[config.mk]
export PLATFORM = sky130hd
export DESIGN_NAME = blocking_mailbox_wait_queue_top
export DESIGN_NICKNAME = d
export VERILOG_FILES = /design/src/hdl/bmwq_pkg.sv /design/src/hdl/bmwq_front.sv /design/src/hdl/bmwq_back.sv /design/src/hdl/blocking_mailbox_wait_queue_top.sv
export SDC_FILE = /design/constraint.sdc
export NUM_CORES = 1
export LEC_CHECK = 0
export BUFFER_PORTS_ARGS = -buffer_cell sky130_fd_sc_hd__buf_2
export CAP_MARGIN = 20
export CORE_ASPECT_RATIO = 1.4
export CORE_MARGIN = 2
export CORE_UTILIZATION = 50
export CTS_CLUSTER_SIZE = 16
export DETAILED_ROUTE_END_ITERATION = 7
export PLACE_DENSITY = 0.68
export SLEW_MARGIN = 10
export SYNTH_ARGS = -nofsm -noshare
export SYNTH_HDL_FRONTEND = slang
export SYNTH_HIERARCHICAL = 1
export SYNTH_SLANG_ARGS = --single-unit
[constraint.sdc]
create_clock -name i_clk -period 11.9 [get_ports i_clk]
set_clock_uncertainty 0.2 [all_clocks]
set_input_delay 1.19 -clock i_clk [delete_from_list [all_inputs] [get_ports i_clk]]
set_output_delay 1.19 -clock i_clk [all_outputs]
set_load 0.01 [all_outputs]
[src/hdl/bmwq_pkg.sv]
// Shared types and constants for the blocking mailbox with waiter queue.
// Used by bmwq_front, bmwq_back and blocking_mailbox_wait_queue_top.
// No dependencies.
`timescale 1ns / 1ps
`default_nettype none

package bmwq_pkg;

    localparam int WAITER_DEPTH_DEF = 16;
    localparam int THREAD_COUNT_DEF = 64;

    localparam int MODE_W   = 2;
    localparam int TID_W    = 6;
    localparam int MSG_W    = 32;
    localparam int STATUS_W = 3;
    localparam int TID_NUM  = 1 << TID_W;
    localparam int CMD_DEPTH = 2;

    // Input mode codes
    localparam logic [MODE_W-1:0] MODE_RECV  = 2'd0;
    localparam logic [MODE_W-1:0] MODE_SEND  = 2'd1;
    localparam logic [MODE_W-1:0] MODE_BCAST = 2'd2;

    typedef enum logic [1:0] {
        OP_RECV  = 2'd0,
        OP_SEND  = 2'd1,
        OP_BCAST = 2'd2
    } t_op;

    typedef enum logic [STATUS_W-1:0] {
        ST_GOT     = 3'd0,
        ST_BLOCKED = 3'd1,
        ST_STORED  = 3'd2,
        ST_WOKE    = 3'd3,
        ST_FULL    = 3'd4,
        ST_QFULL   = 3'd5
    } t_status;

    typedef struct packed {
        t_op                      op;
        logic [TID_W-1:0]         tid;
        logic signed [MSG_W-1:0]  msg;
    } t_cmd;

    typedef logic [TID_NUM-1:0][TID_W-1:0] t_tid_lut;

    // Thread id reduced modulo the thread count, built at elaboration
    // with a wrapping counter.
    function automatic t_tid_lut build_tid_lut(input int tc);
        t_tid_lut lut;
        int       r;
        r = 0;
        for (int i = 0; i < TID_NUM; i++) begin
            lut[i] = TID_W'(r);
            r = (r + 1 >= tc) ? 0 : r + 1;
        end
        return lut;
    endfunction

endpackage

`default_nettype wire

[src/hdl/bmwq_front.sv]
// Front end: accepts input transfers, decodes the mode, drops unused codes
// and buffers commands in a two-entry queue. Depends on bmwq_pkg.
`timescale 1ns / 1ps
`default_nettype none

module bmwq_front #(
    parameter int THREAD_COUNT = bmwq_pkg::THREAD_COUNT_DEF
) (
    input  wire logic                              i_clk,
    input  wire logic                              i_rst_n,
    input  wire logic                              i_in_valid,
    output logic                                   o_in_stall,
    input  wire logic [bmwq_pkg::MODE_W-1:0]       i_mode,
    input  wire logic [bmwq_pkg::TID_W-1:0]        i_thread_id,
    input  wire logic signed [bmwq_pkg::MSG_W-1:0] i_message,
    output logic                                   o_cmd_valid,
    output bmwq_pkg::t_cmd                         o_cmd,
    input  wire logic                              i_cmd_pop
);

    localparam int PTR_W = $clog2(bmwq_pkg::CMD_DEPTH);
    localparam int CNT_W = $clog2(bmwq_pkg::CMD_DEPTH + 1);
    localparam bmwq_pkg::t_tid_lut TidLut = bmwq_pkg::build_tid_lut(THREAD_COUNT);

    bmwq_pkg::t_cmd   r_q [bmwq_pkg::CMD_DEPTH];
    logic [PTR_W-1:0] r_wr_ptr, n_wr_ptr;
    logic [PTR_W-1:0] r_rd_ptr, n_rd_ptr;
    logic [CNT_W-1:0] r_count, n_count;

    bmwq_pkg::t_cmd cmd_in;
    logic           keep;
    logic           push;
    logic           pop;

    always_comb begin
        cmd_in.tid = TidLut[i_thread_id];
        cmd_in.msg = i_message;
        cmd_in.op  = bmwq_pkg::OP_RECV;
        keep       = 1'b1;
        unique case (i_mode)
            bmwq_pkg::MODE_RECV:  cmd_in.op = bmwq_pkg::OP_RECV;
            bmwq_pkg::MODE_SEND:  cmd_in.op = bmwq_pkg::OP_SEND;
            bmwq_pkg::MODE_BCAST: cmd_in.op = bmwq_pkg::OP_BCAST;
            default:              keep      = 1'b0;
        endcase
    end

    assign o_in_stall  = (r_count == CNT_W'(bmwq_pkg::CMD_DEPTH));
    assign push        = i_in_valid && !o_in_stall && keep;
    assign pop         = i_cmd_pop && o_cmd_valid;
    assign o_cmd_valid = (r_count != '0);
    assign o_cmd       = r_q[r_rd_ptr];

    always_comb begin
        n_wr_ptr = r_wr_ptr;
        n_rd_ptr = r_rd_ptr;
        n_count  = r_count;
        if (push) begin
            n_wr_ptr = (r_wr_ptr == PTR_W'(bmwq_pkg::CMD_DEPTH - 1)) ? '0 : r_wr_ptr + 1'b1;
        end
        if (pop) begin
            n_rd_ptr = (r_rd_ptr == PTR_W'(bmwq_pkg::CMD_DEPTH - 1)) ? '0 : r_rd_ptr + 1'b1;
        end
        if (push && !pop) begin
            n_count = r_count + 1'b1;
        end else if (pop && !push) begin
            n_count = r_count - 1'b1;
        end
    end

    always_ff @(posedge i_clk) begin
        if (!i_rst_n) begin
            r_wr_ptr <= '0;
            r_rd_ptr <= '0;
            r_count  <= '0;
        end else begin
            r_wr_ptr <= n_wr_ptr;
            r_rd_ptr <= n_rd_ptr;
            r_count  <= n_count;
        end
    end

    always_ff @(posedge i_clk) begin
        if (push) begin
            r_q[r_wr_ptr] <= cmd_in;
        end
    end

endmodule

`default_nettype wire

[src/hdl/bmwq_back.sv]
// Back end: mailbox slot, waiter ring in a small memory, command sequencer
// and the result register. Depends on bmwq_pkg.
`timescale 1ns / 1ps
`default_nettype none

module bmwq_back #(
    parameter int WAITER_DEPTH = bmwq_pkg::WAITER_DEPTH_DEF
) (
    input  wire logic                         i_clk,
    input  wire logic                         i_rst_n,
    input  wire logic                         i_cmd_valid,
    input  wire bmwq_pkg::t_cmd               i_cmd,
    output logic                              o_cmd_pop,
    output logic                              o_out_valid,
    input  wire logic                         i_out_stall,
    output logic [bmwq_pkg::STATUS_W-1:0]     o_status,
    output logic [bmwq_pkg::TID_W-1:0]        o_woken_thread,
    output logic signed [bmwq_pkg::MSG_W-1:0] o_value,
    output logic                              o_last
);

    localparam int IDX_W = (WAITER_DEPTH > 1) ? $clog2(WAITER_DEPTH) : 1;
    localparam int CNT_W = $clog2(WAITER_DEPTH + 1);

    typedef enum logic [2:0] {
        S_IDLE  = 3'b001,
        S_EXEC  = 3'b010,
        S_BCAST = 3'b100
    } t_bstate;

    t_bstate                         r_state, n_state;
    bmwq_pkg::t_cmd                  r_cmd, n_cmd;
    logic signed [bmwq_pkg::MSG_W-1:0] r_slot, n_slot;
    logic [IDX_W-1:0]                r_head, n_head;
    logic [IDX_W-1:0]                r_tail, n_tail;
    logic [CNT_W-1:0]                r_count, n_count;
    logic [bmwq_pkg::TID_W-1:0]      r_wait_mem [WAITER_DEPTH];
    logic [bmwq_pkg::TID_W-1:0]      r_head_id;

    logic                            r_out_valid, n_out_valid;
    bmwq_pkg::t_status               r_out_status, n_out_status;
    logic [bmwq_pkg::TID_W-1:0]      r_out_woken, n_out_woken;
    logic signed [bmwq_pkg::MSG_W-1:0] r_out_value, n_out_value;
    logic                            r_out_last, n_out_last;

    logic             out_free;
    logic             slot_full;
    logic             mem_we;
    logic             emit;
    logic             wake_step;
    logic [IDX_W-1:0] head_inc;
    logic [IDX_W-1:0] tail_inc;

    function automatic logic [IDX_W-1:0] ring_next(input logic [IDX_W-1:0] idx);
        logic [IDX_W:0] nxt;
        nxt = {1'b0, idx} + 1'b1;
        return (nxt >= (IDX_W + 1)'(WAITER_DEPTH)) ? '0 : nxt[IDX_W-1:0];
    endfunction

    assign out_free  = !r_out_valid || !i_out_stall;
    assign slot_full = (r_slot != '0) && !r_slot[bmwq_pkg::MSG_W-1];
    assign head_inc  = ring_next(r_head);
    assign tail_inc  = ring_next(r_tail);

    always_comb begin
        n_state      = r_state;
        n_cmd        = r_cmd;
        n_slot       = r_slot;
        n_head       = r_head;
        n_tail       = r_tail;
        n_count      = r_count;
        o_cmd_pop    = 1'b0;
        mem_we       = 1'b0;
        emit         = 1'b0;
        wake_step    = 1'b0;
        n_out_status = bmwq_pkg::ST_GOT;
        n_out_woken  = '0;
        n_out_value  = '0;
        n_out_last   = 1'b1;

        unique case (r_state)
            S_IDLE: begin
                if (i_cmd_valid) begin
                    o_cmd_pop = 1'b1;
                    n_cmd     = i_cmd;
                    n_state   = S_EXEC;
                end
            end
            S_EXEC: begin
                if (out_free) begin
                    emit    = 1'b1;
                    n_state = S_IDLE;
                    case (r_cmd.op)
                        bmwq_pkg::OP_RECV: begin
                            if (slot_full) begin
                                n_out_status = bmwq_pkg::ST_GOT;
                                n_out_value  = r_slot;
                                n_slot       = '0;
                            end else if (r_count == CNT_W'(WAITER_DEPTH)) begin
                                n_out_status = bmwq_pkg::ST_QFULL;
                            end else begin
                                mem_we       = 1'b1;
                                n_tail       = tail_inc;
                                n_count      = r_count + 1'b1;
                                n_out_status = bmwq_pkg::ST_BLOCKED;
                            end
                        end
                        bmwq_pkg::OP_SEND: begin
                            if (slot_full) begin
                                n_out_status = bmwq_pkg::ST_FULL;
                            end else if (r_count == '0) begin
                                n_slot       = r_cmd.msg;
                                n_out_status = bmwq_pkg::ST_STORED;
                            end else begin
                                n_out_status = bmwq_pkg::ST_WOKE;
                                n_out_woken  = r_head_id;
                                n_out_value  = r_cmd.msg;
                                n_head       = head_inc;
                                n_count      = r_count - 1'b1;
                            end
                        end
                        bmwq_pkg::OP_BCAST: begin
                            if (slot_full) begin
                                n_out_status = bmwq_pkg::ST_FULL;
                            end else if (r_count == '0) begin
                                n_slot       = r_cmd.msg;
                                n_out_status = bmwq_pkg::ST_STORED;
                            end else begin
                                wake_step = 1'b1;
                            end
                        end
                        default: begin
                            emit = 1'b0;
                        end
                    endcase
                end
            end
            S_BCAST: begin
                if (out_free) begin
                    emit      = 1'b1;
                    wake_step = 1'b1;
                end
            end
            default: begin
                n_state = S_IDLE;
            end
        endcase

        // One waiter of a broadcast per cycle while the result channel is not
        // stalled; the ring restarts at zero once the last one is handed the message.
        if (wake_step) begin
            n_out_status = bmwq_pkg::ST_WOKE;
            n_out_woken  = r_head_id;
            n_out_value  = r_cmd.msg;
            n_count      = r_count - 1'b1;
            if (r_count == CNT_W'(1)) begin
                n_out_last = 1'b1;
                n_head     = '0;
                n_tail     = '0;
                n_state    = S_IDLE;
            end else begin
                n_out_last = 1'b0;
                n_head     = head_inc;
                n_state    = S_BCAST;
            end
        end

        n_out_valid = r_out_valid && i_out_stall;
        if (emit) begin
            n_out_valid = 1'b1;
        end
    end

    always_ff @(posedge i_clk) begin
        if (!i_rst_n) begin
            r_state     <= S_IDLE;
            r_slot      <= '0;
            r_head      <= '0;
            r_tail      <= '0;
            r_count     <= '0;
            r_out_valid <= 1'b0;
        end else begin
            r_state     <= n_state;
            r_slot      <= n_slot;
            r_head      <= n_head;
            r_tail      <= n_tail;
            r_count     <= n_count;
            r_out_valid <= n_out_valid;
        end
    end

    always_ff @(posedge i_clk) begin
        r_cmd <= n_cmd;
        if (emit) begin
            r_out_status <= n_out_status;
            r_out_woken  <= n_out_woken;
            r_out_value  <= n_out_value;
            r_out_last   <= n_out_last;
        end
    end

    // Waiter ring: written at the tail, read at the next head.
    always_ff @(posedge i_clk) begin
        if (mem_we) begin
            r_wait_mem[r_tail] <= r_cmd.tid;
        end
        r_head_id <= r_wait_mem[n_head];
    end

    assign o_out_valid    = r_out_valid;
    assign o_status       = r_out_status;
    assign o_woken_thread = r_out_woken;
    assign o_value        = r_out_value;
    assign o_last         = r_out_last;

endmodule

`default_nettype wire

[src/hdl/blocking_mailbox_wait_queue_top.sv]
// Top level of the blocking mailbox. Depends on bmwq_pkg, bmwq_front, bmwq_back.
// A receive or send is queued, loaded into the sequencer, then executed with its result
//   written to the result register; the sequencer takes no new command until then. A
//   broadcast wakes one waiter read from the waiter memory per cycle while the result
//   channel is not stalled. Synchronous active-low reset empties the slot, the waiter
//   ring and the command queue; the waiter memory is not cleared.
`timescale 1ns / 1ps
`default_nettype none

module blocking_mailbox_wait_queue_top #(
    parameter int WAITER_DEPTH = bmwq_pkg::WAITER_DEPTH_DEF,
    parameter int THREAD_COUNT = bmwq_pkg::THREAD_COUNT_DEF
) (
    input  wire logic                              i_clk,
    input  wire logic                              i_rst_n,
    // Input channel: transfer when i_in_valid is high and o_in_stall is low
    input  wire logic                              i_in_valid,
    output logic                                   o_in_stall,
    input  wire logic [bmwq_pkg::MODE_W-1:0]       i_mode,
    input  wire logic [bmwq_pkg::TID_W-1:0]        i_thread_id,
    input  wire logic signed [bmwq_pkg::MSG_W-1:0] i_message,
    // Result channel: transfer when o_out_valid is high and i_out_stall is low
    output logic                                   o_out_valid,
    input  wire logic                              i_out_stall,
    output logic [bmwq_pkg::STATUS_W-1:0]          o_status,
    output logic [bmwq_pkg::TID_W-1:0]             o_woken_thread,
    output logic signed [bmwq_pkg::MSG_W-1:0]      o_value,
    output logic                                   o_last
);

    // Command path between the decoder and the sequencer. The front end
    // drops the unused mode code, so it produces no result at all.
    logic           cmd_valid;
    bmwq_pkg::t_cmd cmd;
    logic           cmd_pop;

    // Front end: input transfer, mode decode, thread id reduction and a
    // two-entry queue, so new input is taken while a result waits.
    bmwq_front #(
        .THREAD_COUNT (THREAD_COUNT)
    ) u_front (
        .i_clk       (i_clk),
        .i_rst_n     (i_rst_n),
        .i_in_valid  (i_in_valid),
        .o_in_stall  (o_in_stall),
        .i_mode      (i_mode),
        .i_thread_id (i_thread_id),
        .i_message   (i_message),
        .o_cmd_valid (cmd_valid),
        .o_cmd       (cmd),
        .i_cmd_pop   (cmd_pop)
    );

    // Back end: slot, waiter ring and result register. It may load a command
    // while the result channel is stalled, but executes none until it is free.
    bmwq_back #(
        .WAITER_DEPTH (WAITER_DEPTH)
    ) u_back (
        .i_clk          (i_clk),
        .i_rst_n        (i_rst_n),
        .i_cmd_valid    (cmd_valid),
        .i_cmd          (cmd),
        .o_cmd_pop      (cmd_pop),
        .o_out_valid    (o_out_valid),
        .i_out_stall    (i_out_stall),
        .o_status       (o_status),
        .o_woken_thread (o_woken_thread),
        .o_value        (o_value),
        .o_last         (o_last)
    );

endmodule

`default_nettype wire
### Word-level counts from Yosys, hierarchy flattened

Memories as Yosys holds them, arrays and structs flattened. A register that Yosys moved wholly into a read port is not among the register bits.
Index checks and enable logic that the tools add are counted.

| word-level totals | value |
|---|---|
| register bits after elaboration | 95 |
| RAM bits | 176 |
| memory bits (read-only) | 384 |
| bits of input ports | 44 |
| output and inout port bits | 44 |
| logic and storage cells | 166 |
| memories | 3 |

| cells by class | value |
|---|---|
| $add $sub $neg | 8 |
| $lt $le $gt $ge | 3 |
| equal/unequal tests | 20 |
| multiplexer cells | 84 |
| bitwise logic cells | 2 |
| reductions and logical operators | 32 |

Memory list:

| name | words | bits a word | rd ports | clocked after Yosys merged registers in | wr ports | line | RTL |
|---|---|---|---|---|---|---|---|
| (no name shown) | 64 | 6 | 1 | 0 | 0 | bmwq_front.sv:36 | `cmd_in.tid = TidLut[i_thread_id];` |
| u_back.r_wait_mem | 16 | 6 | 1 | 1 | 1 | bmwq_back.sv:37 | `logic [bmwq_pkg::TID_W-1:0] r_wait_mem [WAITER_DEPTH];` |
| u_front.r_q | 2 | 40 | 1 | 1 | 1 | bmwq_front.sv:25 | `bmwq_pkg::t_cmd r_q [bmwq_pkg::CMD_DEPTH];` |

Operators with widths:

| cell | number |
|---|---|
| 2-to-1 mux 32 bit | 9 |
| one-hot mux 32 bit (2 select lines) | 2 |
| 2-to-1 mux 4 bit | 16 |
| 2-to-1 mux 6 bit | 7 |
| 2-to-1 mux 5 bit | 7 |
| nonzero test 32 bit | 1 |
| 2-to-1 mux 1 bit | 24 |
| 2-to-1 mux 3 bit | 8 |
| one-hot mux 3 bit (3 select lines) | 2 |
| adder 4 x 1 -> 5 bit (second input constant) | 2 |
| >= comparator 5 bit (second input constant) | 2 |
| 2-to-1 mux 2 bit | 5 |
| one-hot mux 5 bit (2 select lines) | 1 |
| nonzero test 2 bit | 5 |
| inequality test 3 x 2 -> 1 bit (second input constant) | 3 |
| OR reduction 3 bit | 3 |
| logical AND 1 bit | 7 |
| < comparator 6 x 7 -> 1 bit (second input constant) | 1 |
| AND reduction 7 bit | 1 |
| == test 2 bit (second input constant) | 3 |
| zero test 1 bit | 6 |
| inequality test 2 x 1 -> 1 bit (second input constant) | 3 |
| inequality test 3 bit (second input constant) | 2 |
| AND reduction 6 bit | 1 |
| 23 further kinds | 28 |

### Logic depth before layout (Yosys ltp)

Gate-level depths: netlist of run 1.

| depth | value |
|---|---|
| depth in word-level cells | 10 |
| depth in mapped cells | 14 |

### By module

The synthesis of run 1 kept the hierarchy.

Modules (own cells, without submodules):

| module | times used | cells each | area each (µm²) |
|---|---|---|---|
| bmwq_back | 1 | 758 | 9,511.6 |
| bmwq_front | 1 | 151 | 3,135.5 |

### Worst setup path before layout of run 1

Ideal clock, no wire load.

| timing | value |
|---|---|
| kind | in2reg |
| from | in i_out_stall |
| to | reg u_back.r_out_last, in the netlist u_back/o_last (enable) |
| library setup time | 0.502 ns |
| data arrival time | 4.466 ns |
| data required time | 11.198 ns |
| setup slack | 6.732 ns |
| stages on the path | 3 |
| buffers on the path | 0 |
| cells stage by stage | nand2_1 nand2_1 o21ai_0 |

| on the way | value |
|---|---|
| cells in the longest elaborated chain, start to end | 4 |
| elaborated cells on any way between the ends | 5 |

RTL lines:

| item | line | RTL |
|---|---|---|
| start: declaration | blocking_mailbox_wait_queue_top.sv:24 | `input wire logic i_out_stall,` |
| zero test 1 bit (*) | bmwq_back.sv:60 | `assign out_free = !r_out_valid \|\| !i_out_stall;` |
| logical OR 1 bit (*) | bmwq_back.sv:60 |  |
| 2-to-1 mux 1 bit, on equally long branches | bmwq_back.sv:139, bmwq_back.sv:90 |  |
| one-hot mux 1 bit (2 select lines) (*) | bmwq_back.sv:81 | `unique case (r_state)` |
| via u_back.emit | bmwq_back.sv:49 | `logic emit;` |
| end signal: assignment | bmwq_back.sv:198 | `r_out_last <= n_out_last;` |
| end: declaration | bmwq_back.sv:44 | `logic r_out_last, n_out_last;` |

The timed path passes the listed nets; every way through them passes the cells marked *.
A chain may end at the register's enable or synchronous reset.

### Worst setup path after layout of run 1

| timing | value |
|---|---|
| from | in i_out_stall |
| to | reg u_back/r_head_id[5] (netlist name), read port of u_back.r_wait_mem |

| on the way | value |
|---|---|
| cells in the longest elaborated chain, start to end | 5 |
| elaborated cells on any way between the ends | 8 |

RTL lines:

| item | line | RTL |
|---|---|---|
| zero test 1 bit (*) | bmwq_back.sv:60 |  |
| logical OR 1 bit (*) | bmwq_back.sv:60 |  |
| 2-to-1 mux 1 bit, or another cell as far along | bmwq_back.sv:139 | `if (out_free) begin` |
| one-hot mux 1 bit (2 select lines) / 2-to-1 mux 4 bit (equally long branches) | bmwq_back.sv:81 |  |
| 2-to-1 mux 4 bit (*) | bmwq_back.sv:151 | `if (wake_step) begin` |
| end: declaration | bmwq_back.sv:38 | `logic [bmwq_pkg::TID_W-1:0] r_head_id;` |

Mark *: on every way between the ends. The rest lies on a longest branch, timed or not.

==> impl_results.md, run 1 <==
* CTS Hold Bufs at 0
* Synth Area per Inst at 13.9 µm²
* Routed Wire Length at 25500 µm
* Die height at 192 µm
* Hpwl dp at 16300 µm
* Worst Hold Class: register to register
* Bufs on Longest Clock Path at 3
* Fin area at 0.0143 mm²
* VDD IR max at 0.000146 V
* Synth Cell Area at 0.0126 mm²
* Most frequent cells in the layout: edfxtp_1 (258), nand2_1 (132), buf_2 (87)
* Register area at 0.00895 mm²
* Fmax at 0.250 GHz
* Crit path time final at 4.01 ns
* Core region area at 0.0248 mm²
* YS warnings at 6
* DR DRC count at 0
* Synth unique cells at 64
* IO Count at 88
* Cell area power density at 196 mW/mm²
* Starting DRC count in detailed routing at 526
* H-tree Lvls at 1
* # rows at 68
* Number of CTS-inserted buffers at 30
* Clock transition at path regs at 0.06 ns
* Slew @ Worst Pin at 1.10 ns
* Die Width at 138 µm
* Setup TNS at 0 ns
* Crit path arrival time at 4.22 ns
* CP Capture Type: register
* IO buf count at 87
* DIE AREA at 0.0266 mm²
* Area Growth Syn to Fin at 13.3%
* FILL cells at 1970
* Worst Path Max Fanout at 44
* RSZ-0062 raised after global routing: no
* Met1 Routed Length at 9980 µm
* Clock sinks at 318
* Setup violations, final at 0
* Crit path launch type: primary input
* Seq/Total Area, Yosys at 70.8%
* Postcts setup bufs at 0
* Clk root buf: clkbuf_16
* Fin util at 57.9%
* Critical path class: primary input to register
* Antenna violations before repair at 1
* Max Used Layer: met4
* Primary FF master, synth: edfxtp_1
* Initial Utilization at 51.1%
* Via density at 5.63
* Avg WL per Cell at 19.2 µm
* Last weighted congestion value of the routability-driven placer at 0.857
* WL met2 at 13500 µm
* ANT cells at 0
* Post-synth EDFFs at 258
* Hold Vio Cnt, Final at 0
* Max Slew Vio Count at 0
* Mapped Cells at 909
* Outcome: finished, final reports clean
* Slew headroom at 26.8%
* TritonRoute pass-1 iters at 5
* Tcrit/Tclk final at 33.7%
* Post-cts sizing count at 0
* Critical Path RT at 12.11 ns
* Routed vias at 7482
* Max-cap viol count at 0
* Leak pwr at 4.86 nW
* Tot GR Track Use at 18.9%
* Met3 Wirelength at 1270 µm
* Vias in the first global route at 7465
* Worst skew pair latency at 0.55 ns
* Register bit total from synthesis at 318
* Share of cells above drive strength 1 at 20.4%
* Fin nets at 1047
* GR Overflow Total at 0
* Syn Nets at 967
* Routed Antenna Nets at 0
* Footprint of the multi-input gates at 0.00344 mm²
* Fraction of registers with async set/reset at 0%
* CTS tree: yes
* Largest net degree at the start of global routing at 53
* Placed Area at 0.0133 mm²
* Commonest non-fill, non-tap cell in the layout: edfxtp_1
* First-pass GRT wire length at 39600 µm
## kinds of logic after synthesis
group / synth area share [%]
buf+inv: 2.27
flops: 70.8
compound gates: 8.34
mux: 4.27
xor+xnor: 0.692
simple gates: 12.3
fa+ha+maj: 1.39
## per-stage QoR
stage | power [mW] | std cells | hold WS [ns] | setup slack [ns]
final | 2.81 | 1328 | 0.282 | 7.89
after detailed placement | 1.91 | 1272 | 0.273 | 7.39
after global routing | 2.92 | 1328 | 0.311 | 7.57
after global placement | 1.90 | 1272 | 0.267 | 7.52
after floorplan | 1.76 | 909 | 0.251 | 6.73
after CTS | 2.84 | 1328 | 0.283 | 7.90
## synth_stat cells, drive strengths merged, types with 2 or more instances
library cell / count / area [µm²]
mux2i: 9 / 90.1
o211ai: 2 / 15.0
ha: 14 / 175
nor4: 12 / 96.3
o21a: 2 / 15.0
o21ai: 10 / 50.0
dfxtp: 60 / 1200
a22o: 31 / 272
a31oi: 10 / 77.6
nor2b: 6 / 37.5
o2111ai: 2 / 17.5
nand3: 79 / 395
nand2b: 6 / 37.5
a21oi: 20 / 111
nor3: 7 / 40.0
nor2: 31 / 119
buf: 25 / 151
nand3b: 2 / 15.0
mux2: 40 / 450
xnor2: 4 / 35.0
a21boi: 34 / 255
clkbuf: 24 / 90.1
and2: 23 / 144
nand2: 132 / 495
and3: 5 / 31.3
a221o: 6 / 60.1
nand4: 7 / 43.8
edfxtp: 258 / 7750
nor3b: 3 / 22.5
a32oi: 6 / 52.6
inv: 12 / 45.0
xor2: 6 / 52.6
a211oi: 3 / 40.0
or4: 2 / 18.8
## path summary, 6_finish.rpt
kind / start / endpoint / slack (ns) / depth (start not counted)
max: i_out_stall / u_back/r_head_id[5] / 7.89 / 11
min: u_back/r_slot[14] / u_back/r_slot[14] / 0.28 / 2
max reg2reg: u_back/r_slot[25] / u_back/r_head_id[5] / 7.92 / 10
min reg2reg: u_back/r_slot[14] / u_back/r_slot[14] / 0.28 / 2
## state kept, by name, summed over array words and instances, names as in the netlist, named ones only
name,count
u_back/r_head,4
u_back/o_last,1
u_back/r_state,3
u_back/r_tail,4
u_back/r_head_id,6
u_front/r_q,80
u_front/r_count,2
u_back/o_status,3
u_front/r_rd_ptr,1
u_front/r_wr_ptr,1
u_back/o_out_valid,1
u_back/r_count,5
u_back/r_slot,32
u_back/r_cmd,40
u_back/o_woken_thread,6
u_back/r_wait_mem,96
u_back/o_value,32
## worst max-delay path, stage by stage
cell	delay, ns
buf_2	0.10
and2_1	0.22
nor4_4	0.42
and2_1	0.26
a211o_1	0.12
buf_4	0.43
o2111ai_1	0.22
nand2_1	0.74
nand3_1	0.17
a32oi_1	0.25
nand3_1	0.09
## layout make-up
type                    count  area share, %
flip-flops and latches    318           62.5
multi-input cells         530           24.0
clock buffers              37           5.85
repair buffers             97           3.56
well taps                 315           2.75
clock inverters            19           1.06
inverters                  12          0.314
## routing by layer
layer,vias up,GRT usage [%]
met5,-,0
met4,0,6.87
met3,43,2.44
met2,246,35.5
met1,3641,22.3
li1,3552,-
## power breakdown
part / internal, mW / switching, mW
clock network: 0.542 / 0.393
logic: 0.127 / 0.188
registers: 1.43 / 0.137
total: 2.09 / 0.719
No activity file was read; power rests on OpenSTA's default activity.
==> run 2, diff against run 1 <==
- ABC_AREA: not set -> 1
- clock period: 11.9 -> 3.98 ns (I/O delays scaled with it)
==> run 2 against run 1 <==
Compared with the run above: combinational power grew to 4.1 times the previous value; power grew to 3.1 times the previous value; utilization grew 1.6 points; first-iteration DRC count grew 9.3%; final cell count grew 18%; die area grew 2.8%; hold slack lost 0.22 ns; non-clock buffer count grew 45; sequential power grew to 3.0 times the previous value; worst setup slack lost 6.9 ns; register-to-register slack lost 6.9 ns.
==> impl_results.md, run 2 <==
* Outcome: finished, final reports clean (unchanged)
* CTS tree: yes (unchanged)
* Met1 Usage GRT at 21.7% (was 22.3%)
* Combinational Power Share at 14.8% (was 11.2%)
* First-pass GRT wire length at 42800 µm (was 39600 µm)
* Area leader, netlist: edfxtp_1 (unchanged)
* Post-synth EDFFs at 258 (unchanged)
* Slew headroom at 29.7% (was 26.8%)
* Last weighted congestion value of the routability-driven placer at 0.853 (was 0.857)
* Worst Hold Class: primary input to register (was register to register)
* Critical path class: register to register (was primary input to register)
* Internal power at 6.36 mW (was 2.09 mW)
* Fin cells at 1571 (was 1328)
* Busiest grt layer: met2 (unchanged)
* Routed Wire Length at 27000 µm (was 25500 µm)
* Clock transition at path regs at 0.06 ns (about the same)
* Inst Count DP at 1477 (was 1272)
* Commonest non-fill, non-tap cell in the layout: edfxtp_1 (unchanged)
* Core region area at 0.0255 mm² (was 0.0248 mm²)
* Antenna violations before repair at 0 (was 1)
* Slew @ Worst Pin at 1.06 ns (was 1.10 ns)
* WHS Path Cells at 4 (was 2)
* Leak pwr at 5.70 nW (was 4.86 nW)
* Worst skew pair latency at 0.55 ns (about the same)
* RSZ-0062 raised after global routing: no (unchanged)
* Max reg flops at 96 (unchanged)
* Max-cap viol count at 0 (unchanged)
* Synth unique cells at 42 (was 64)
* Net Switching at 2.38 mW (was 0.719 mW)
* FILL cells at 2027 (was 1970)
* Top cells by count, synth: edfxtp_1 (258), nand2_1 (183), inv_1 (143) (was edfxtp_1 (258), nand2_1 (132), nand3_1 (79))
* Routed vias at 8296 (was 7482)
* CP Capture Type: register (unchanged)
* Share of cells above drive strength 1 at 16.9% (was 20.4%)
* Cell area power density at 577 mW/mm² (was 196 mW/mm²)
* R2R setup slack at 1.0 ns (was 7.92 ns)
* Syn Nets at 1160 (was 967)
* Largest cells by area after synthesis: edfxtp_1 (60%), dfxtp_1 (9.2%), nand2_1 (5.3%) (was edfxtp_1 (61%), dfxtp_1 (9.5%), nand2_1 (3.9%))
* Largest net degree at the start of global routing at 43 (was 53)
* Clock power share at 32.1% (was 33.3%)
* Avg WL per Cell at 17.2 µm (was 19.2 µm)
* Most frequent cells in the layout: edfxtp_1 (258), nand2_1 (183), inv_1 (143) (was edfxtp_1 (258), nand2_1 (132), buf_2 (87))
* Fmax at 0.335 GHz
* GR Overflow Total at 0 (unchanged)
* Fin nets at 1288 (was 1047)
* Top-count cell post-synth: edfxtp_1 (unchanged)
* R2r endpoint: u_back/r_head_id[2] (was u_back/r_head_id[5])
* Fraction of registers with async set/reset at 0% (unchanged)
* Setup TNS at 0 ns (unchanged)
* Via density at 5.28 (was 5.63)
* IO buf count at 87 (unchanged)
* Tot GR Track Use at 19.8% (was 18.9%)
* Hpwl dp at 17600 µm (was 16300 µm)
* Critical path's largest stage delay at 0.43 ns (was 0.74 ns)
* H-tree Lvls at 1 (unchanged)
* DIE AREA at 0.0274 mm² (was 0.0266 mm²)
* Max Slew Vio Count at 0 (unchanged)
* Bufs on Longest Clock Path at 3 (unchanged)
* Die height at 195 µm (was 192 µm)
* Routed Antenna Nets at 0 (unchanged)
* Tcrit/Tclk final at 75.0%
* Met2 Track Usage GR at 37.7% (was 35.5%)
* Crit path arrival time at 3.21 ns (was 4.22 ns)
* # rows at 69 (was 68)
* Synth Area per Inst at 11.8 µm² (was 13.9 µm²)
* Largest reg by FF count: u_back/r_wait_mem (unchanged)
* Number of CTS-inserted buffers at 29 (was 30)
* Worst Reg-to-Reg Cells at 14 (was 10)
* Biggest regs: u_back/r_wait_mem: 96 flops, u_front/r_q: 80 flops, u_back/r_cmd: 40 flops (unchanged)
* Clock sinks at 318 (unchanged)
* Clk root buf: clkbuf_16 (unchanged)
* Seq/Total Area, Yosys at 68.8% (was 70.8%)
* Setup violations, final at 0 (unchanged)
* Mapped Cells at 1102 (was 909)
* IO Count at 88 (unchanged)
* Met3 usage in global routing at 2.81% (was 2.44%)
* Die Width at 140 µm (was 138 µm)
* Slowest cell on crit path: edfxtp_1 (was nand2_1)
* Primary FF master, synth: edfxtp_1 (unchanged)
* Worst Hold Launch: i_out_stall (was u_back/r_slot[14])
* Switching share of total power at 27.2% (was 25.6%)
* Proportion of netlist area held by the largest area contributor at 59.5% (was 61.3%)
* Tot Pwr at 8.74 mW (was 2.81 mW)
* YS warnings at 6 (unchanged)
* Register bit total from synthesis at 318 (unchanged)
* ANT cells at 0 (unchanged)
* Worst reg2reg startpoint: u_back/r_cmd[39] (was u_back/r_slot[25])
* VDD IR max at 0.000425 V (was 0.000146 V)
* Synth Cell Area at 0.0130 mm² (was 0.0126 mm²)
* TritonRoute pass-1 iters at 4 (was 5)
* Worst Path Max Fanout at 30 (was 44)
* Crit path time final at 2.98 ns
* Area Growth Syn to Fin at 16.4% (was 13.3%)
* Most common cell on crit path: nand3_1
* Vias in the first global route at 8514 (was 7465)
* Crit path launch type: register (was primary input)
* Initial Utilization at 51.1% (about the same)
* Critical Path RT at 4.20 ns (was 12.11 ns)
* Hold Vio Cnt, Final at 0 (unchanged)
* Cells along the critical path: inv_1 > ha_1 > inv_1 > nor4_1 > nand3_1 > nand2_1 > nand2_4 > nand2_2 > buf_12 > nand2_1 > nand3_1 > nand3_1 > nand3_1 > nand2_1 (was buf_2 > and2_1 > nor4_4 > and2_1 > a211o_1 > buf_4 > o2111ai_1 > nand2_1 > nand3_1 > a32oi_1 > nand3_1)
* WHS Endpoint: u_back/r_count[3] (was u_back/r_slot[14])
* Starting DRC count in detailed routing at 575 (was 526)
* Sequential share of power at 53.1% (was 55.5%)
* DR DRC count at 0 (unchanged)
## run 2: cell count changes after synthesis, moves of 31 or more
cell      previous run  this run
a21boi_0            33         0
nand2_1            132       183
o21ai_0              7        43
nor2_1              30        64
a22o_1              31         0
a211oi_1             1        33
nand3_1             79       117
inv_1               12       143
## run 2: worst max-delay path: cells and delay by family (launching register included)
family                   cells  cell delay [ns]
AND/OR/NAND/NOR             10             1.46
flip-flops                   1             0.43
buffers and inverters        3             0.48
adder cells (fa/ha/maj)      1             0.25
## run 2: kinds of logic (layout without fill, tap and decap cells)
| family | count (synthesis) | count (layout) | share of synthesized area (%) |
|---|---|---|---|
| DFF | 318 | 318 | 68.8 |
| adders and majority gates | 14 | 14 | 1.35 |
| xor gates and xnor gates | 7 | 7 | 0.471 |
| muxes | 40 | 40 | 3.46 |
| AOI/OAI and AO/OA | 126 | 126 | 5.85 |
| and+or+nand+nor | 405 | 405 | 14.0 |
| buffers and inverters | 192 | 342 | 6.11 |
## run 2: layout make-up
cell class                 count  area (µm²)  share of cell area [%]
sequential                   318        8950                    59.1
tap                          319         399                    2.63
clock buffer                  41         832                    5.49
clock inverter                12         144                   0.949
multi-input combinational    592        3300                    21.8
timing repair buffer         142         976                    6.44
inverter                     147         554                    3.66
## run 2: worst max-delay path by stage
| stage | end | slack [ns] | from |
|---|---|---|---|
| after global routing | u_back/r_wait_mem[15][1] | 0.70 | u_back/r_slot[29] |
| after global placement | u_back/r_head_id[2] | 1.02 | u_back/r_cmd[39] |
| after CTS | u_back/r_wait_mem[15][1] | 1.01 | u_back/r_slot[24] |
| after detailed placement | u_back/r_head_id[2] | 1.01 | i_out_stall |
| after floorplan | u_front/r_q[0][0] | 0.007 | i_mode[0] |
| final | u_back/r_head_id[2] | 1.0 | u_back/r_cmd[39] |
## run 2: metrics by stage
step | instance area [µm²] | setup slack, ns | util (%) | hold slack, ns
6_report | 15200 | 0.996 | 59.5 | 0.0574
3_3_place_gp | 13800 | 1.02 | 54.1 | 0.261
2_1_floorplan | 13000 | 0.00683 | - | 0.246
3_5_place_dp | 13800 | 1.01 | 54.1 | 0.265
5_1_grt | 15200 | 0.697 | 59.5 | 0.0869
4_1_cts | 15200 | 1.01 | 59.5 | 0.0562
## run 2: power groups by stage
stage | combinational, mW | sequential [mW] | clock [mW]
2_1_floorplan | 0.924 | 4.55 | 0
3_3_place_gp | 1.24 | 4.69 | 0
3_5_place_dp | 1.26 | 4.71 | 0
4_1_cts | 1.30 | 4.64 | 2.85
5_1_grt | 1.42 | 4.69 | 2.98
6_report | 1.29 | 4.64 | 2.81
## run 2: layer usage
metal / up-vias / wire length (µm) / share of wire, %
li1: 4051 / - / -
met1: 3989 / 10200 / 38
met2: 202 / 14700 / 54
met3: 54 / 1120 / 4.2
met4: 0 / 1040 / 3.8
met5: - / 0 / 0
## run 2: timing repair
action	4_1_cts	5_1_grt
resized for setup	0	0
buffers inserted	0	0
setup endpoints to repair	0	0
endpoints found under the hold margin	83	0
hold buffers	41	0
==> run 3, diff against run 2 <==
- PLACE_DENSITY: 0.68 -> 0.71
- clock period: 3.98 -> 2.7 ns (I/O delays scaled with it)
==> run 3 against run 2 <==
Compared with the run above: clock power increased by 47%; sequential power grew 47%; critical path type unchanged; power increased by 51%; die area unchanged; via count rose by 4.2%; design area grew 3.6%; register-to-register slack got worse by 0.85 ns; first-iteration DRC count is 11% lower; sequential share of layout area decreased by 2.1 points; routed wire length increased by 4.2%.
==> impl_results.md, run 3 (synthesis gave the netlist of run 2 again) <==
* Hold Slack at 0.149 ns (was 0.0574 ns)
* ANT cells at 0 (unchanged)
* Routed Wire Length at 28100 µm (was 27000 µm)
* Most frequent cells in the layout: edfxtp_1 (258), nand2_1 (182), inv_1 (143) (was edfxtp_1 (258), nand2_1 (183), inv_1 (143))
* Leak pwr at 6.04 nW (was 5.70 nW)
* Slowest cell on crit path: dfxtp_1 (was edfxtp_1)
* Critical path class: register to register (unchanged)
* Routed Antenna Nets at 0 (unchanged)
* GR Overflow Total at 0 (unchanged)
* IO Count at 88 (unchanged)
* Share of cells above drive strength 1 at 20.5% (was 16.9%)
* Vias in the first global route at 8844 (was 8514)
* Core region area at 0.0255 mm² (unchanged)
* DR DRC count at 0 (unchanged)
* Die Width at 140 µm (unchanged)
* Slew headroom at 49.7% (was 29.7%)
* Worst path buffer plus inverter count at 4 (was 3)
* Worst skew pair latency at 0.54 ns (was 0.55 ns)
* Max reg flops at 96 (unchanged)
* TritonRoute pass-1 iters at 5 (was 4)
* Die height at 195 µm (unchanged)
* Crit path time final at 2.55 ns (was 2.98 ns)
* Worst Hold Launch: i_in_valid (was i_out_stall)
* Fin nets at 1340 (was 1288)
* H-tree Lvls at 1 (unchanged)
* Placed Area at 0.0142 mm² (was 0.0138 mm²)
* Initial Utilization at 51.1% (unchanged)
* Largest reg by FF count: u_back/r_wait_mem (unchanged)
* Avg WL per Cell at 17.3 µm (was 17.2 µm)
* VDD IR max at 0.000616 V (was 0.000425 V)
* Hpwl dp at 18200 µm (was 17600 µm)
* Fin area at 0.0157 mm² (was 0.0152 mm²)
* Area Growth Syn to Fin at 20.7% (was 16.4%)
* Last weighted congestion value of the routability-driven placer at 0.891 (was 0.853)
* Worst Hold Class: primary input to register (unchanged)
* Cell area power density at 842 mW/mm² (was 577 mW/mm²)
* Cell family with most CP delay: simple AND/OR/NAND/NOR gates (unchanged)
* # rows at 69 (unchanged)
* Inst Count DP at 1518 (was 1477)
* Clk root buf: clkbuf_16 (unchanged)
* Tot GR Track Use at 20.4% (was 19.8%)
* Starting DRC count in detailed routing at 511 (was 575)
* Crit path launch type: register (unchanged)
* Cells along the critical path: nor2_1 > nand3_1 > nor2_1 > nand2_2 > o21ai_4 > buf_12 > nand3_2 > nand2_4 > inv_4 > nand2_4 > nand2_4 > buf_12 > buf_4 > nand2_1 > nand3_1 > nand3_1 > nand3_1 > nand2_1 (was inv_1 > ha_1 > inv_1 > nor4_1 > nand3_1 > nand2_1 > nand2_4 > nand2_2 > buf_12 > nand2_1 > nand3_1 > nand3_1 > nand3_1 > nand2_1)
* Via density at 5.33 (was 5.28)
* First-pass GRT wire length at 44100 µm (was 42800 µm)
* Critical Path RT at 2.99 ns (was 4.20 ns)
* Largest net degree at the start of global routing at 42 (was 43)
* IO buf count at 87 (unchanged)
* CP Capture Type: register (unchanged)
* Tot Pwr at 13.2 mW (was 8.74 mW)
* Max Slew Vio Count at 0 (unchanged)
* Worst reg2reg startpoint: u_back/r_slot[16] (was u_back/r_cmd[39])
* Crit path arrival time at 2.84 ns (was 3.21 ns)
* Setup crit start: u_back/r_slot[16] (was u_back/r_cmd[39])
* Routed vias at 8643 (was 8296)
* Clock transition at path regs at 0.06 ns (about the same)
* Antenna violations before repair at 0 (unchanged)
* CTS tree: yes (unchanged)
* Max-cap viol count at 0 (unchanged)
* Biggest regs: u_back/r_wait_mem: 96 flops, u_front/r_q: 80 flops, u_back/r_cmd: 40 flops (unchanged)
* Fin cells at 1623 (was 1571)
* Setup violations, final at 0 (unchanged)
* Outcome: finished, final reports clean (unchanged)
* Tcrit/Tclk final at 94.5% (was 75.0%)
* Clock sinks at 318 (unchanged)
* Critical path's largest stage delay at 0.31 ns (was 0.43 ns)
* Bufs on Longest Clock Path at 3 (unchanged)
* DIE AREA at 0.0274 mm² (unchanged)
* Fmax at 0.392 GHz (was 0.335 GHz)
* Most common cell on crit path: nand3_1 (unchanged)
* Number of CTS-inserted buffers at 29 (unchanged)
* Hold Vio Cnt, Final at 0 (unchanged)
* Worst Path Max Fanout at 17 (was 30)
* Slew @ Worst Pin at 0.754 ns (was 1.06 ns)
* Commonest non-fill, non-tap cell in the layout: edfxtp_1 (unchanged)
run 3: changes by cell type in the layout (fill, tap and decap cells not counted), moves of 2 or more:
| cell | delta |
|---|---|
| buf_4 | +38 |
| buf_12 | +8 |
| clkbuf_1 | -5 |
| clkinv_2 | +5 |
| clkinvlp_4 | -3 |
| dlygate4sd3_1 | +3 |
| buf_6 | +2 |
| clkbuf_16 | +2 |
| nor2_1 | -2 |
run 3: final timing paths:
check / end / slack (ns) / depth (start not counted)
max: u_back/r_head_id[4] / 0.15 / 18
min reg2reg: u_back/r_slot[4] / 0.28 / 2
min: u_front/r_count[0] / 0.15 / 5
max reg2reg: u_back/r_head_id[4] / 0.15 / 18
run 3: power breakdown:
part	internal [mW]	switching (mW)
logic	0.919	1.36
registers	6.28	0.538
clock network	2.41	1.73
total	9.61	3.62
run 3: final cells by class:
cell class,count,area (µm²)
clock buffer,38,852
tap,319,399
inverter,147,554
clock inverter,15,129
sequential,318,8950
timing repair buffer,194,1500
multi-input combinational,592,3320
fill,1996,9760
run 3: tightest hold or removal path: stages:
cell	delay [ns]
buf_2	0.07
nand2_1	0.12
nor2_4	0.13
ha_1	0.18
a21oi_1	0.07
run 3: timing repair:
| item | in CTS | in global routing |
|---|---|---|
| gates resized for setup | 0 | 7 |
| endpoints found under the hold margin | 94 | 0 |
| endpoints found under the setup margin | 0 | 102 |
| buffers inserted | 0 | 7 |
| hold buffers | 44 | 0 |
run 3: through the flow:
step	util, %	setup slack (ns)	TNS, ns
2_1_floorplan	-	0.184	0
3_3_place_gp	55.6	0.0585	0
3_5_place_dp	55.6	0.0446	0
4_1_cts	61.2	0.0288	0
5_1_grt	61.7	-0.00581	-0.0213
6_report	61.7	0.150	0
run 3: layer usage:
metal | share of wire, % | GRT usage (%) | up-vias | wire length, µm
li1 | - | - | 4148 | -
met1 | 37 | 22.1 | 4154 | 10400
met2 | 54 | 39.2 | 257 | 15300
met3 | 4.1 | 2.61 | 84 | 1160
met4 | 4.2 | 9.17 | 0 | 1190
met5 | 0 | 0 | - | 0
